$ cat src/hdl/ecps_pkg.sv
`timescale 1ns / 1ps
`default_nettype none
// ----------------------------------------------------------------------------
// ecps_pkg
// Shared types and constants of the elevator car plant step unit.
// ----------------------------------------------------------------------------
package ecps_pkg;

    localparam int MAX_FLOORS_DEF = 64;

    // configuration register indexes
    localparam logic [1:0] REG_FLOOR_COUNT  = 2'd0;
    localparam logic [1:0] REG_FLOOR_HEIGHT = 2'd1;
    localparam logic [1:0] REG_CAR_SPEED    = 2'd2;
    localparam logic [1:0] REG_SNAP_TOL     = 2'd3;

    // configuration reset values
    localparam logic [6:0]  FLOOR_COUNT_RST  = 7'd8;
    localparam logic [23:0] FLOOR_HEIGHT_RST = 24'd3000000;
    localparam logic [13:0] CAR_SPEED_RST    = 14'd1000;
    localparam logic [22:0] SNAP_TOL_RST     = 23'd50000;

    // motor command codes
    localparam logic [1:0] MC_STOP = 2'd0;
    localparam logic [1:0] MC_UP   = 2'd1;
    localparam logic [1:0] MC_DOWN = 2'd2;
    localparam logic [1:0] MC_HOLD = 2'd3;

    // motion codes
    localparam logic [1:0] MOT_STILL   = 2'd0;
    localparam logic [1:0] MOT_RISING  = 2'd1;
    localparam logic [1:0] MOT_FALLING = 2'd2;

    typedef struct packed {
        logic [6:0]  floor_count;
        logic [23:0] floor_height_um;
        logic [13:0] car_speed_um_per_ms;
        logic [22:0] snap_tolerance_um;
    } t_cfg;

    typedef enum logic [2:0] {
        S_IDLE,
        S_MULT,
        S_MOVE,
        S_CLAMP,
        S_SNAP,
        S_DIV_INIT,
        S_DIV,
        S_DONE
    } t_state;

    typedef struct packed {
        logic load;
        logic mult;
        logic move;
        logic clamp;
        logic snap_step;
        logic div_init;
        logic div_step;
        logic commit;
    } t_cmd;

    typedef struct packed {
        logic snap_on;
        logic snap_done;
        logic div_last;
        logic out_free;
    } t_status;

endpackage
`default_nettype wire

$ cat src/hdl/ecps_cfg.sv
`timescale 1ns / 1ps
`default_nettype none
// ----------------------------------------------------------------------------
// ecps_cfg
// Configuration register file, written through its own valid/ready channel.
// ----------------------------------------------------------------------------
module ecps_cfg (
    input  wire logic          i_clk,
    input  wire logic          i_rst_n,
    input  wire logic          i_cfg_valid,
    output logic               o_cfg_ready,
    input  wire logic [1:0]    i_cfg_index,
    input  wire logic [23:0]   i_cfg_data,
    output ecps_pkg::t_cfg     o_cfg
);

    ecps_pkg::t_cfg r_cfg;

    assign o_cfg_ready = 1'b1;
    assign o_cfg       = r_cfg;

    always_ff @(posedge i_clk) begin
        if (!i_rst_n) begin
            r_cfg.floor_count         <= ecps_pkg::FLOOR_COUNT_RST;
            r_cfg.floor_height_um     <= ecps_pkg::FLOOR_HEIGHT_RST;
            r_cfg.car_speed_um_per_ms <= ecps_pkg::CAR_SPEED_RST;
            r_cfg.snap_tolerance_um   <= ecps_pkg::SNAP_TOL_RST;
        end else if (i_cfg_valid) begin
            case (i_cfg_index)
                ecps_pkg::REG_FLOOR_COUNT:  r_cfg.floor_count         <= i_cfg_data[6:0];
                ecps_pkg::REG_FLOOR_HEIGHT: r_cfg.floor_height_um     <= i_cfg_data[23:0];
                ecps_pkg::REG_CAR_SPEED:    r_cfg.car_speed_um_per_ms <= i_cfg_data[13:0];
                ecps_pkg::REG_SNAP_TOL:     r_cfg.snap_tolerance_um   <= i_cfg_data[22:0];
                default: begin
                end
            endcase
        end
    end

endmodule
`default_nettype wire

$ cat src/hdl/ecps_ctrl.sv
`timescale 1ns / 1ps
`default_nettype none
// ----------------------------------------------------------------------------
// ecps_ctrl
// Step sequencer: accept, multiply, move, clamp, floor snap, divide, commit.
// ----------------------------------------------------------------------------
module ecps_ctrl (
    input  wire logic              i_clk,
    input  wire logic              i_rst_n,
    input  wire logic              i_s_tvalid,
    output logic                   o_s_tready,
    input  wire ecps_pkg::t_status i_sts,
    output ecps_pkg::t_cmd         o_cmd
);

    ecps_pkg::t_state r_state;
    ecps_pkg::t_state n_state;

    always_ff @(posedge i_clk) begin
        if (!i_rst_n) begin
            r_state <= ecps_pkg::S_IDLE;
        end else begin
            r_state <= n_state;
        end
    end

    always_comb begin
        n_state    = r_state;
        o_cmd      = '0;
        o_s_tready = 1'b0;
        case (r_state)
            ecps_pkg::S_IDLE: begin
                o_s_tready = 1'b1;
                if (i_s_tvalid) begin
                    o_cmd.load = 1'b1;
                    n_state    = ecps_pkg::S_MULT;
                end
            end
            ecps_pkg::S_MULT: begin
                o_cmd.mult = 1'b1;
                n_state    = ecps_pkg::S_MOVE;
            end
            ecps_pkg::S_MOVE: begin
                o_cmd.move = 1'b1;
                n_state    = ecps_pkg::S_CLAMP;
            end
            ecps_pkg::S_CLAMP: begin
                o_cmd.clamp = 1'b1;
                n_state     = i_sts.snap_on ? ecps_pkg::S_SNAP : ecps_pkg::S_DIV_INIT;
            end
            ecps_pkg::S_SNAP: begin
                o_cmd.snap_step = 1'b1;
                if (i_sts.snap_done) begin
                    n_state = ecps_pkg::S_DIV_INIT;
                end
            end
            ecps_pkg::S_DIV_INIT: begin
                o_cmd.div_init = 1'b1;
                n_state        = ecps_pkg::S_DIV;
            end
            ecps_pkg::S_DIV: begin
                o_cmd.div_step = 1'b1;
                if (i_sts.div_last) begin
                    n_state = ecps_pkg::S_DONE;
                end
            end
            ecps_pkg::S_DONE: begin
                if (i_sts.out_free) begin
                    o_cmd.commit = 1'b1;
                    n_state      = ecps_pkg::S_IDLE;
                end
            end
            default: begin
                n_state = ecps_pkg::S_IDLE;
            end
        endcase
    end

endmodule
`default_nettype wire

$ cat src/hdl/ecps_dpath.sv
`timescale 1ns / 1ps
`default_nettype none
// ----------------------------------------------------------------------------
// ecps_dpath
// Car state, position arithmetic, floor snap search, rounding divider and
// output register.
// ----------------------------------------------------------------------------
module ecps_dpath #(
    parameter int MAX_FLOORS = ecps_pkg::MAX_FLOORS_DEF
) (
    input  wire logic            i_clk,
    input  wire logic            i_rst_n,
    input  wire ecps_pkg::t_cmd  i_cmd,
    output ecps_pkg::t_status    o_sts,
    input  wire ecps_pkg::t_cfg  i_cfg,
    input  wire logic [15:0]     i_s_tdata,
    output logic                 o_m_tvalid,
    input  wire logic            i_m_tready,
    output logic [39:0]          o_m_tdata
);

    localparam int FLW = (MAX_FLOORS > 1) ? $clog2(MAX_FLOORS) : 1;  // floor index bits
    localparam int CW  = ($clog2(MAX_FLOORS + 1) > 7) ? $clog2(MAX_FLOORS + 1) : 7;
    localparam int TPW = FLW + 24;                                  // top position bits
    localparam int PW  = (TPW > 31) ? TPW : 31;                     // working position bits
    localparam int RW  = (25 + FLW > 32) ? 25 + FLW : 32;           // divider bits
    localparam int DCW = $clog2(FLW + 1);

    // input fields
    logic [9:0] in_tick;
    logic [1:0] in_motor;
    logic       in_door_open;
    logic       in_estop;
    logic       in_fault;

    assign in_tick      = i_s_tdata[9:0];
    assign in_motor     = i_s_tdata[11:10];
    assign in_door_open = i_s_tdata[12];
    assign in_estop     = i_s_tdata[13];
    assign in_fault     = i_s_tdata[14];

    // control state
    logic [29:0] r_pos_st;
    logic        r_door_flag;
    logic        r_out_valid;

    // working registers
    logic [9:0]      r_tick;
    logic [1:0]      r_motor;
    logic            r_door_open;
    logic [1:0]      r_motion;
    logic [23:0]     r_dist;
    logic [TPW-1:0]  r_top;
    logic [FLW-1:0]  r_fm1;
    logic [23:0]     r_h;
    logic [PW-1:0]   r_pos;
    logic [FLW-1:0]  r_f;
    logic [PW-1:0]   r_target;
    logic [RW-1:0]   r_rem;
    logic [RW-1:0]   r_dsr;
    logic [FLW-1:0]  r_quo;
    logic [DCW-1:0]  r_dcnt;

    logic [29:0] r_out_pos;
    logic [5:0]  r_out_floor;
    logic [1:0]  r_out_motion;
    logic        r_out_door;

    // effective floor count and height
    logic [CW-1:0]  fc_ext;
    logic [CW-1:0]  floors_c;
    logic [FLW-1:0] fm1_c;
    logic [23:0]    h_c;

    always_comb begin
        fc_ext = CW'(i_cfg.floor_count);
        if (fc_ext == '0) begin
            floors_c = CW'(1);
        end else if (fc_ext > CW'(MAX_FLOORS)) begin
            floors_c = CW'(MAX_FLOORS);
        end else begin
            floors_c = fc_ext;
        end
        fm1_c = FLW'(floors_c - CW'(1));
        h_c   = (i_cfg.floor_height_um == '0) ? 24'd1 : i_cfg.floor_height_um;
    end

    logic [1:0] motion_c;

    always_comb begin
        motion_c = ecps_pkg::MOT_STILL;
        if (!in_estop && !in_fault && r_door_flag) begin
            if (in_motor == ecps_pkg::MC_UP) begin
                motion_c = ecps_pkg::MOT_RISING;
            end else if (in_motor == ecps_pkg::MC_DOWN) begin
                motion_c = ecps_pkg::MOT_FALLING;
            end
        end
    end

    logic [PW-1:0] pos_in;
    logic [PW-1:0] dist_ext;
    logic [PW-1:0] top_ext;
    logic [PW-1:0] snap_diff;
    logic          snap_hit;
    logic          div_ge;
    logic [FLW-1:0] floor_c;

    assign pos_in    = PW'(r_pos_st);
    assign dist_ext  = PW'(r_dist);
    assign top_ext   = PW'(r_top);
    assign snap_diff = (r_pos > r_target) ? (r_pos - r_target) : (r_target - r_pos);
    assign snap_hit  = snap_diff < PW'(i_cfg.snap_tolerance_um);
    assign div_ge    = r_rem >= r_dsr;
    assign floor_c   = (r_quo > r_fm1) ? r_fm1 : r_quo;

    // further floors only move away once the target passes the car
    assign o_sts.snap_on   = (r_motor == ecps_pkg::MC_STOP) || (r_motor == ecps_pkg::MC_HOLD);
    assign o_sts.snap_done = snap_hit || (r_target >= r_pos) || (r_f == r_fm1);
    assign o_sts.div_last  = (r_dcnt == '0);
    assign o_sts.out_free  = !r_out_valid || i_m_tready;

    always_ff @(posedge i_clk) begin
        if (!i_rst_n) begin
            r_pos_st    <= '0;
            r_door_flag <= 1'b1;
            r_out_valid <= 1'b0;
        end else begin
            if (i_cmd.commit) begin
                r_pos_st    <= r_pos[29:0];
                r_door_flag <= !r_door_open;
                r_out_valid <= 1'b1;
            end else if (i_m_tready) begin
                r_out_valid <= 1'b0;
            end
        end
    end

    always_ff @(posedge i_clk) begin
        if (i_cmd.load) begin
            r_tick      <= in_tick;
            r_motor     <= in_motor;
            r_door_open <= in_door_open;
            r_motion    <= motion_c;
        end
        if (i_cmd.mult) begin
            r_dist <= 24'(r_tick * i_cfg.car_speed_um_per_ms);
            r_top  <= TPW'(fm1_c * h_c);
            r_fm1  <= fm1_c;
            r_h    <= h_c;
        end
        if (i_cmd.move) begin
            case (r_motion)
                ecps_pkg::MOT_RISING: begin
                    r_pos <= pos_in + dist_ext;
                end
                ecps_pkg::MOT_FALLING: begin
                    if (dist_ext > pos_in) begin
                        r_pos    <= '0;
                        r_motion <= ecps_pkg::MOT_STILL;
                    end else begin
                        r_pos <= pos_in - dist_ext;
                    end
                end
                default: begin
                    r_pos <= pos_in;
                end
            endcase
        end
        if (i_cmd.clamp) begin
            if (r_pos > top_ext) begin
                r_pos    <= top_ext;
                r_motion <= ecps_pkg::MOT_STILL;
            end
            r_f      <= '0;
            r_target <= '0;
        end
        if (i_cmd.snap_step) begin
            if (snap_hit) begin
                r_pos <= r_target;
            end else begin
                r_f      <= r_f + FLW'(1);
                r_target <= r_target + PW'(r_h);
            end
        end
        if (i_cmd.div_init) begin
            // round half up: (2*pos + h) / (2*h)
            r_rem  <= RW'({r_pos[29:0], 1'b0}) + RW'(r_h);
            r_dsr  <= RW'({r_h, 1'b0}) << (FLW - 1);
            r_quo  <= '0;
            r_dcnt <= DCW'(FLW - 1);
        end
        if (i_cmd.div_step) begin
            if (div_ge) begin
                r_rem <= r_rem - r_dsr;
            end
            r_quo  <= FLW'({r_quo, div_ge});
            r_dsr  <= r_dsr >> 1;
            r_dcnt <= r_dcnt - DCW'(1);
        end
        if (i_cmd.commit) begin
            r_out_pos    <= r_pos[29:0];
            r_out_floor  <= 6'(floor_c);
            r_out_motion <= r_motion;
            r_out_door   <= !r_door_open;
        end
    end

    assign o_m_tvalid = r_out_valid;
    assign o_m_tdata  = {1'b0, r_out_door, r_out_motion, r_out_floor, r_out_pos};

endmodule
`default_nettype wire

$ cat src/hdl/elevator_car_plant_step_unit.sv
`timescale 1ns / 1ps
`default_nettype none
// Sequence: load, multiply, move, clamp, floor snap search, divider init, then
// FLW = clog2(MAX_FLOORS) rounding divider steps (6 at 64 floors), then commit once the
// output is free; the floor snap search runs on stop and hold commands, not on up and down
// Flow: one item at a time, the next tick is taken in the cycle after the result is
// loaded into the output register
// Reset (synchronous, active low): car at ground floor, door closed, registers default
// ----------------------------------------------------------------------------
// elevator_car_plant_step_unit
// Plant model of an elevator car, advanced by one tick transaction.
// ----------------------------------------------------------------------------
module elevator_car_plant_step_unit #(
    parameter int MAX_FLOORS = ecps_pkg::MAX_FLOORS_DEF
) (
    input  wire logic        i_clk,
    input  wire logic        i_rst_n,
    // tick channel
    input  wire logic        i_s_tvalid,
    output logic             o_s_tready,
    // tick_ms[9:0], motor_command[11:10], door_open_command[12],
    // emergency_stop[13], drive_fault[14], zero[15]
    input  wire logic [15:0] i_s_tdata,
    // result channel
    output logic             o_m_tvalid,
    input  wire logic        i_m_tready,
    // car_position_um[29:0], car_floor[35:30], car_motion[37:36],
    // door_closed_sensor[38], zero[39]
    output logic [39:0]      o_m_tdata,
    // configuration channel
    input  wire logic        i_cfg_valid,
    output logic             o_cfg_ready,
    input  wire logic [1:0]  i_cfg_index,
    input  wire logic [23:0] i_cfg_data
);

    ecps_pkg::t_cfg    cfg;
    ecps_pkg::t_cmd    cmd;
    ecps_pkg::t_status sts;

    ecps_cfg u_cfg (
        .i_clk       (i_clk),
        .i_rst_n     (i_rst_n),
        .i_cfg_valid (i_cfg_valid),
        .o_cfg_ready (o_cfg_ready),
        .i_cfg_index (i_cfg_index),
        .i_cfg_data  (i_cfg_data),
        .o_cfg       (cfg)
    );

    ecps_ctrl u_ctrl (
        .i_clk      (i_clk),
        .i_rst_n    (i_rst_n),
        .i_s_tvalid (i_s_tvalid),
        .o_s_tready (o_s_tready),
        .i_sts      (sts),
        .o_cmd      (cmd)
    );

    ecps_dpath #(
        .MAX_FLOORS (MAX_FLOORS)
    ) u_dpath (
        .i_clk      (i_clk),
        .i_rst_n    (i_rst_n),
        .i_cmd      (cmd),
        .o_sts      (sts),
        .i_cfg      (cfg),
        .i_s_tdata  (i_s_tdata),
        .o_m_tvalid (o_m_tvalid),
        .i_m_tready (i_m_tready),
        .o_m_tdata  (o_m_tdata)
    );

endmodule
`default_nettype wire

$ cat config.mk
export PLATFORM = sky130hd
export DESIGN_NAME = elevator_car_plant_step_unit
export DESIGN_NICKNAME = d
export VERILOG_FILES = /design/src/hdl/ecps_pkg.sv /design/src/hdl/ecps_cfg.sv /design/src/hdl/ecps_ctrl.sv /design/src/hdl/ecps_dpath.sv /design/src/hdl/elevator_car_plant_step_unit.sv
export SDC_FILE = /design/constraint.sdc
export NUM_CORES = 2
export LEC_CHECK = 0
export ABC_CLOCK_PERIOD_IN_PS = 9300
export BUFFER_PORTS_ARGS = -buffer_cell sky130_fd_sc_hd__buf_4
export CORE_MARGIN = 2
export CORE_UTILIZATION = 65
export DETAILED_ROUTE_END_ITERATION = 8
export HOLD_SLACK_MARGIN = 0.03
export PLACE_DENSITY = 0.87
export REMOVE_ABC_BUFFERS = 1
export SETUP_SLACK_MARGIN = 0.02
export SLEW_MARGIN = 20
export SYNTH_ARGS = -nofsm -noshare
export SYNTH_HDL_FRONTEND = slang
export SYNTH_SLANG_ARGS = --single-unit
$ cat constraint.sdc
create_clock -name i_clk -period 9.3 [get_ports i_clk]
set_input_delay 0.93 -clock i_clk [delete_from_list [all_inputs] [get_ports i_clk]]
set_output_delay 0.93 -clock i_clk [all_outputs]
set_load 0.05 [all_outputs]
==> results.txt <==
* Final critical-path share of the clock period: about 87%
* DR vias/cell: between 6 and 7
* IR Drop Worst-Case VDD: 0.569 mV
* Total die area: between 50000 and 60000 um^2
- Count of state elements after synthesis: 380
- Reported max-cap violation count: 0
- Entering global routing, the biggest net connects 72 pins.
- Row generation in the floorplan step produced 84 rows.
- I/O pin count: 90
* Sink Count: 380
- Buffers placed on the I/O ports in this run total 86.
- TNS Setup: 0 ns
- The first global-routing pass estimated between 150000 and 200000 um of wire.
* CTS root buf: sky130_fd_sc_hd__clkbuf_16
* Detailed Place HPWL: 79000 um
- The detailed router placed approximately 30000 vias in this run.
- Wires add up to 104000 um.
- Number of H-tree levels: 2
- For this configuration, the core starts out at a cell density of between 60% and 70%.
- The most numerous cell type found on the critical path is sky130_fd_sc_hd__ha_1.
- Final RePlAce weighted congestion: 1.07
* Core Box Area: 52800 um^2
* Multiplexer fraction of the synthesized cell area: 1.02%
- Element type at the critical path end: flip-flop
- Of all cell types, the one taking the most synthesized area is sky130_fd_sc_hd__edfxtp_1.
- Number of buffers inserted during clock tree synthesis: 44
- In the synthesized netlist, the number of instances is 4102.
* Hold-fix buffers, CTS: 0
* Fraction of the mapped netlist area in adder cells: 23.6%
- Global route overflow: 0
- In this run the power density over the cells is slightly above 400 nW/um^2.
* Setup repair after global routing missed its margin: false
- Of the cells placed in the final design, the portion with a size suffix greater than 1 is 5.75%.
- Area of all sequential standard cells: 9360 um^2
- Cell types with the largest area share after synthesis: sky130_fd_sc_hd__edfxtp_1 (15%), sky130_fd_sc_hd__ha_1 (13%), sky130_fd_sc_hd__dfxtp_1 (12%), sky130_fd_sc_hd__fa_1 (11%), sky130_fd_sc_hd__nand2_1 (6.2%)
- After clock tree synthesis, the setup repair step added 0 buffers.
- For this run, design rule violations remaining after detail routing come to 0.
- STA puts the critical path data required time at 9.80 ns.
- STA puts the critical path data arrival time at 8.57 ns.
- Antenna violations before repair: 2
* Share of the synthesized area in compound gates (AO/OA/AOI/OAI): 19.8%
- Summing all multi-input logic gate instances after layout gives 22800 um^2.
- For the finished layout, the period the worst path requires is between 8 and 9 ns.
* Ys Warns: 0
- Post-synth design cell area: 34800 um^2
- The number of max-slew violations in the final report came to 0.
- At the pin with the least slew margin, the transition time is 1.24 ns.
- The first detailed-routing pass took 6 iterations.
- Final setup vio count: 0
* Main flop type after synthesis: sky130_fd_sc_hd__dfxtp_1
- Hold Vio Cnt, Final: 0
- Critical path's slowest cell: sky130_fd_sc_hd__o311ai_4
- After filler insertion, the fill cell instance count of the layout stands at 4052.
- Per-cell routed wire length: around 22 um
* Kind of start point of the critical path: flip-flop
- Net count, final: 4621
- In this run the worst setup path begins at u_dpath.r_target[3]$_DFF_P_.
- Width of the die: 235 um
* Via count of the first global-routing pass: 29000
- Summed over all cells, the static leakage comes to 16.6 nW.
* TritonCTS clock tree: yes
* Post-synthesis simple-gate area fraction: around 17%
* Placement Cell Area: 35600 um^2
- In this run the mean area of a mapped cell was 8.47 um^2.
- The critical path goes through inv_1, ha_1, nand2_1, a211oi_2, o21ai_2, a2111oi_4, o41a_1, buf_4, nor2_1, a311o_1, a221oi_1, o31ai_1, xor2_1, ha_1, a2111o_1, a2111oi_0, o21ai_0, o21bai_1, o2111ai_2, o311ai_4, buf_12, o31a_1, mux2i_1.
* Critical setup path kind: flip-flop to flip-flop
- Final core utilization: approximately 70%
- Summing all non-filler instances in the final layout gives an area of 37000 um^2.
- Worst slack at placement: 1.65 ns
* Total Routing Usage GR: between 30% and 40%
* Max Clk Rate: 124 MHz
- Headroom to the max-slew limit: ~17%
- The clock passes through at most 3 buffers.
- The die is approximately 240 um tall.
- Relative area change from synthesis to final layout: 6.48%
- Xor/xnor share of the synthesized area: 3.93%
* Stage delay of the slowest cell on the critical path: approximately 0.72 ns
- Worst-Skew Late Latency: 0.59 ns
* Maximum fanout count along the critical path: 60
- Remaining antenna violation count after routing: 0
- DRC violation total after the first TritonRoute iteration: 3636
- Area share of the largest cell type after synthesis: between 10% and 20%
- After clock tree synthesis, the repair step resized 0 gates.
* Fraction of the yosys area taken by sequential cells: 26.9%
- Post-layout worst setup margin: 1.23 ns
- After clock tree synthesis, the clock-pin slew on the worst setup and hold paths is 0.06 ns.
- Yosys mapped a number of flops with a built-in enable equal to 175.
- Type of the most critical hold path: flip-flop to flip-flop
* Run status: completed
- Worst-case clock skew: between 0.015 and 0.02 ns
* Ys async rst share: 0%
- Critical register-to-register path startpoint: u_dpath.r_target[3]$_DFF_P_
* Count of distinct cell types in the synthesized netlist: 98
- Main combinational cell family by area after synthesis: adder cells
- Worst min-delay path startpoint: u_cfg.o_cfg[13]$_SDFFE_PN0P_
## metal layers
layer / track usage [%] / share of wire, %
met4: 21.8 / 6.6
met1: 50.2 / 40
met2: 55.8 / 43
met5: 0 / 0
met3: 6.77 / 11
## layout by cell type, fill, tap and decap left out, types with 22 or more instances in the layout
| cell | Yosys | routed |
|---|---|---|
| sky130_fd_sc_hd__a221oi_1 | 22 | 22 |
| sky130_fd_sc_hd__mux2i_1 | 22 | 22 |
| sky130_fd_sc_hd__and3_1 | 27 | 27 |
| sky130_fd_sc_hd__a21o_1 | 98 | 98 |
| sky130_fd_sc_hd__a31oi_1 | 24 | 24 |
| sky130_fd_sc_hd__o31ai_1 | 30 | 30 |
| sky130_fd_sc_hd__inv_1 | 437 | 436 |
| sky130_fd_sc_hd__o211ai_1 | 33 | 33 |
| sky130_fd_sc_hd__edfxtp_1 | 175 | 175 |
| sky130_fd_sc_hd__ha_1 | 352 | 352 |
| sky130_fd_sc_hd__o21ai_0 | 231 | 231 |
| sky130_fd_sc_hd__nand3_1 | 97 | 97 |
| sky130_fd_sc_hd__nor2b_1 | 38 | 37 |
| sky130_fd_sc_hd__buf_4 | 13 | 112 |
| sky130_fd_sc_hd__nor2_1 | 208 | 208 |
| sky130_fd_sc_hd__o21bai_1 | 24 | 23 |
| sky130_fd_sc_hd__a211oi_1 | 37 | 37 |
| sky130_fd_sc_hd__xnor2_1 | 89 | 88 |
| sky130_fd_sc_hd__clkbuf_16 | 0 | 46 |
| sky130_fd_sc_hd__fa_1 | 190 | 190 |
| sky130_fd_sc_hd__and2_1 | 139 | 139 |
| sky130_fd_sc_hd__nand4_1 | 31 | 31 |
| sky130_fd_sc_hd__a21boi_0 | 79 | 79 |
| sky130_fd_sc_hd__nor3_1 | 58 | 58 |
| sky130_fd_sc_hd__xor2_1 | 67 | 67 |
| sky130_fd_sc_hd__o21a_1 | 31 | 31 |
| sky130_fd_sc_hd__nand2_1 | 570 | 570 |
| sky130_fd_sc_hd__nand2b_1 | 41 | 41 |
| sky130_fd_sc_hd__dfxtp_1 | 205 | 205 |
| sky130_fd_sc_hd__a21oi_1 | 247 | 247 |
## path summary, 6_finish.rpt
| kind | slack, ns | endpoint | cells after the start |
|---|---|---|---|
| setup reg to reg | 1.23 | u_ctrl.r_state[1]$_SDFFE_PN0P_ | 23 |
| setup / recovery | 1.23 | u_ctrl.r_state[1]$_SDFFE_PN0P_ | 23 |
| hold / removal | 0.47 | u_cfg.o_cfg[13]$_SDFFE_PN0P_ | 2 |
| hold reg to reg | 0.47 | u_cfg.o_cfg[13]$_SDFFE_PN0P_ | 2 |
## synth_stat cells, types with 98 or more instances
| cell type | n |
|---|---|
| sky130_fd_sc_hd__nor2_1 | 208 |
| sky130_fd_sc_hd__edfxtp_1 | 175 |
| sky130_fd_sc_hd__nand2_1 | 570 |
| sky130_fd_sc_hd__clkbuf_1 | 179 |
| sky130_fd_sc_hd__fa_1 | 190 |
| sky130_fd_sc_hd__and2_1 | 139 |
| sky130_fd_sc_hd__ha_1 | 352 |
| sky130_fd_sc_hd__o21ai_0 | 231 |
| sky130_fd_sc_hd__inv_1 | 437 |
| sky130_fd_sc_hd__dfxtp_1 | 205 |
| sky130_fd_sc_hd__a21oi_1 | 247 |
| sky130_fd_sc_hd__a21o_1 | 98 |
## sequential cells by signal (all words and copies together) (netlist names)
signal / flops
u_cfg.o_cfg: 68
u_dpath.r_rem: 32
u_dpath.r_pos: 31
u_dpath.r_target: 31
u_dpath.r_dsr: 30
u_dpath.r_out_pos: 30
u_dpath.r_pos_st: 30
u_dpath.r_top: 30
u_dpath.r_dist: 24
u_dpath.r_h: 24
u_dpath.r_tick: 10
u_dpath.r_f: 6
u_dpath.r_fm1: 6
u_dpath.r_out_floor: 6
u_dpath.r_quo: 6
u_ctrl.r_state: 3
u_dpath.r_dcnt: 3
u_dpath.r_motion: 2
u_dpath.r_motor: 2
u_dpath.r_out_motion: 2
u_dpath.o_m_tvalid: 1
u_dpath.r_door_flag: 1
u_dpath.r_door_open: 1
u_dpath.r_out_door: 1
## layout make-up
type / instances / area share [%]
Timing Repair Buffer: 113 / 2.33
Multi-Input combinational cell: 3054 / 61.7
Clock buffer: 58 / 3.32
Clock inverter: 23 / 0.585
Sequential cell: 380 / 25.3
Inverter: 439 / 4.45
Antenna cell: 2 / 0.0135
Tap cell: 688 / 2.33
## worst max-delay path, delay by kind of cell, from the launching register on
| kind | cells | cell delay [ns] |
|---|---|---|
| xor gates and xnor gates | 1 | 0.18 |
| DFF | 1 | 0.44 |
| AOI/OAI and AO/OA | 14 | 5.37 |
| buffers and inverters | 3 | 0.76 |
| muxes | 1 | 0.23 |
| and+or+nand+nor | 2 | 0.30 |
| adders and majority gates | 2 | 0.69 |
## power by group
part           switching, W  internal, W  total [W]
sequential         0.000683      0.00249    0.00317
combinational       0.00615      0.00400     0.0102
clock              0.000746      0.00102    0.00176
total               0.00758      0.00751     0.0151
## cell families (layout without fill, tap and decap cells)
family	Yosys count	after routing
compound gates	1036	1036
other cells	2	4
buf+inv	668	633
mux	34	34
simple gates	1284	1284
xor+xnor	156	156
flops	380	380
fa+ha+maj	542	542
## per-stage QoR
stage	instances	power, W	hold WS (ns)
2_1_floorplan	3873	0.0102	0.441
3_3_place_gp	4674	0.0125	0.453
3_5_place_dp	4674	0.0129	0.461
4_1_cts	4755	0.0148	0.469
5_1_grt	4757	0.0162	0.495
6_report	4757	0.0151	0.471
Note: power is estimated with default switching activity, not from simulation.
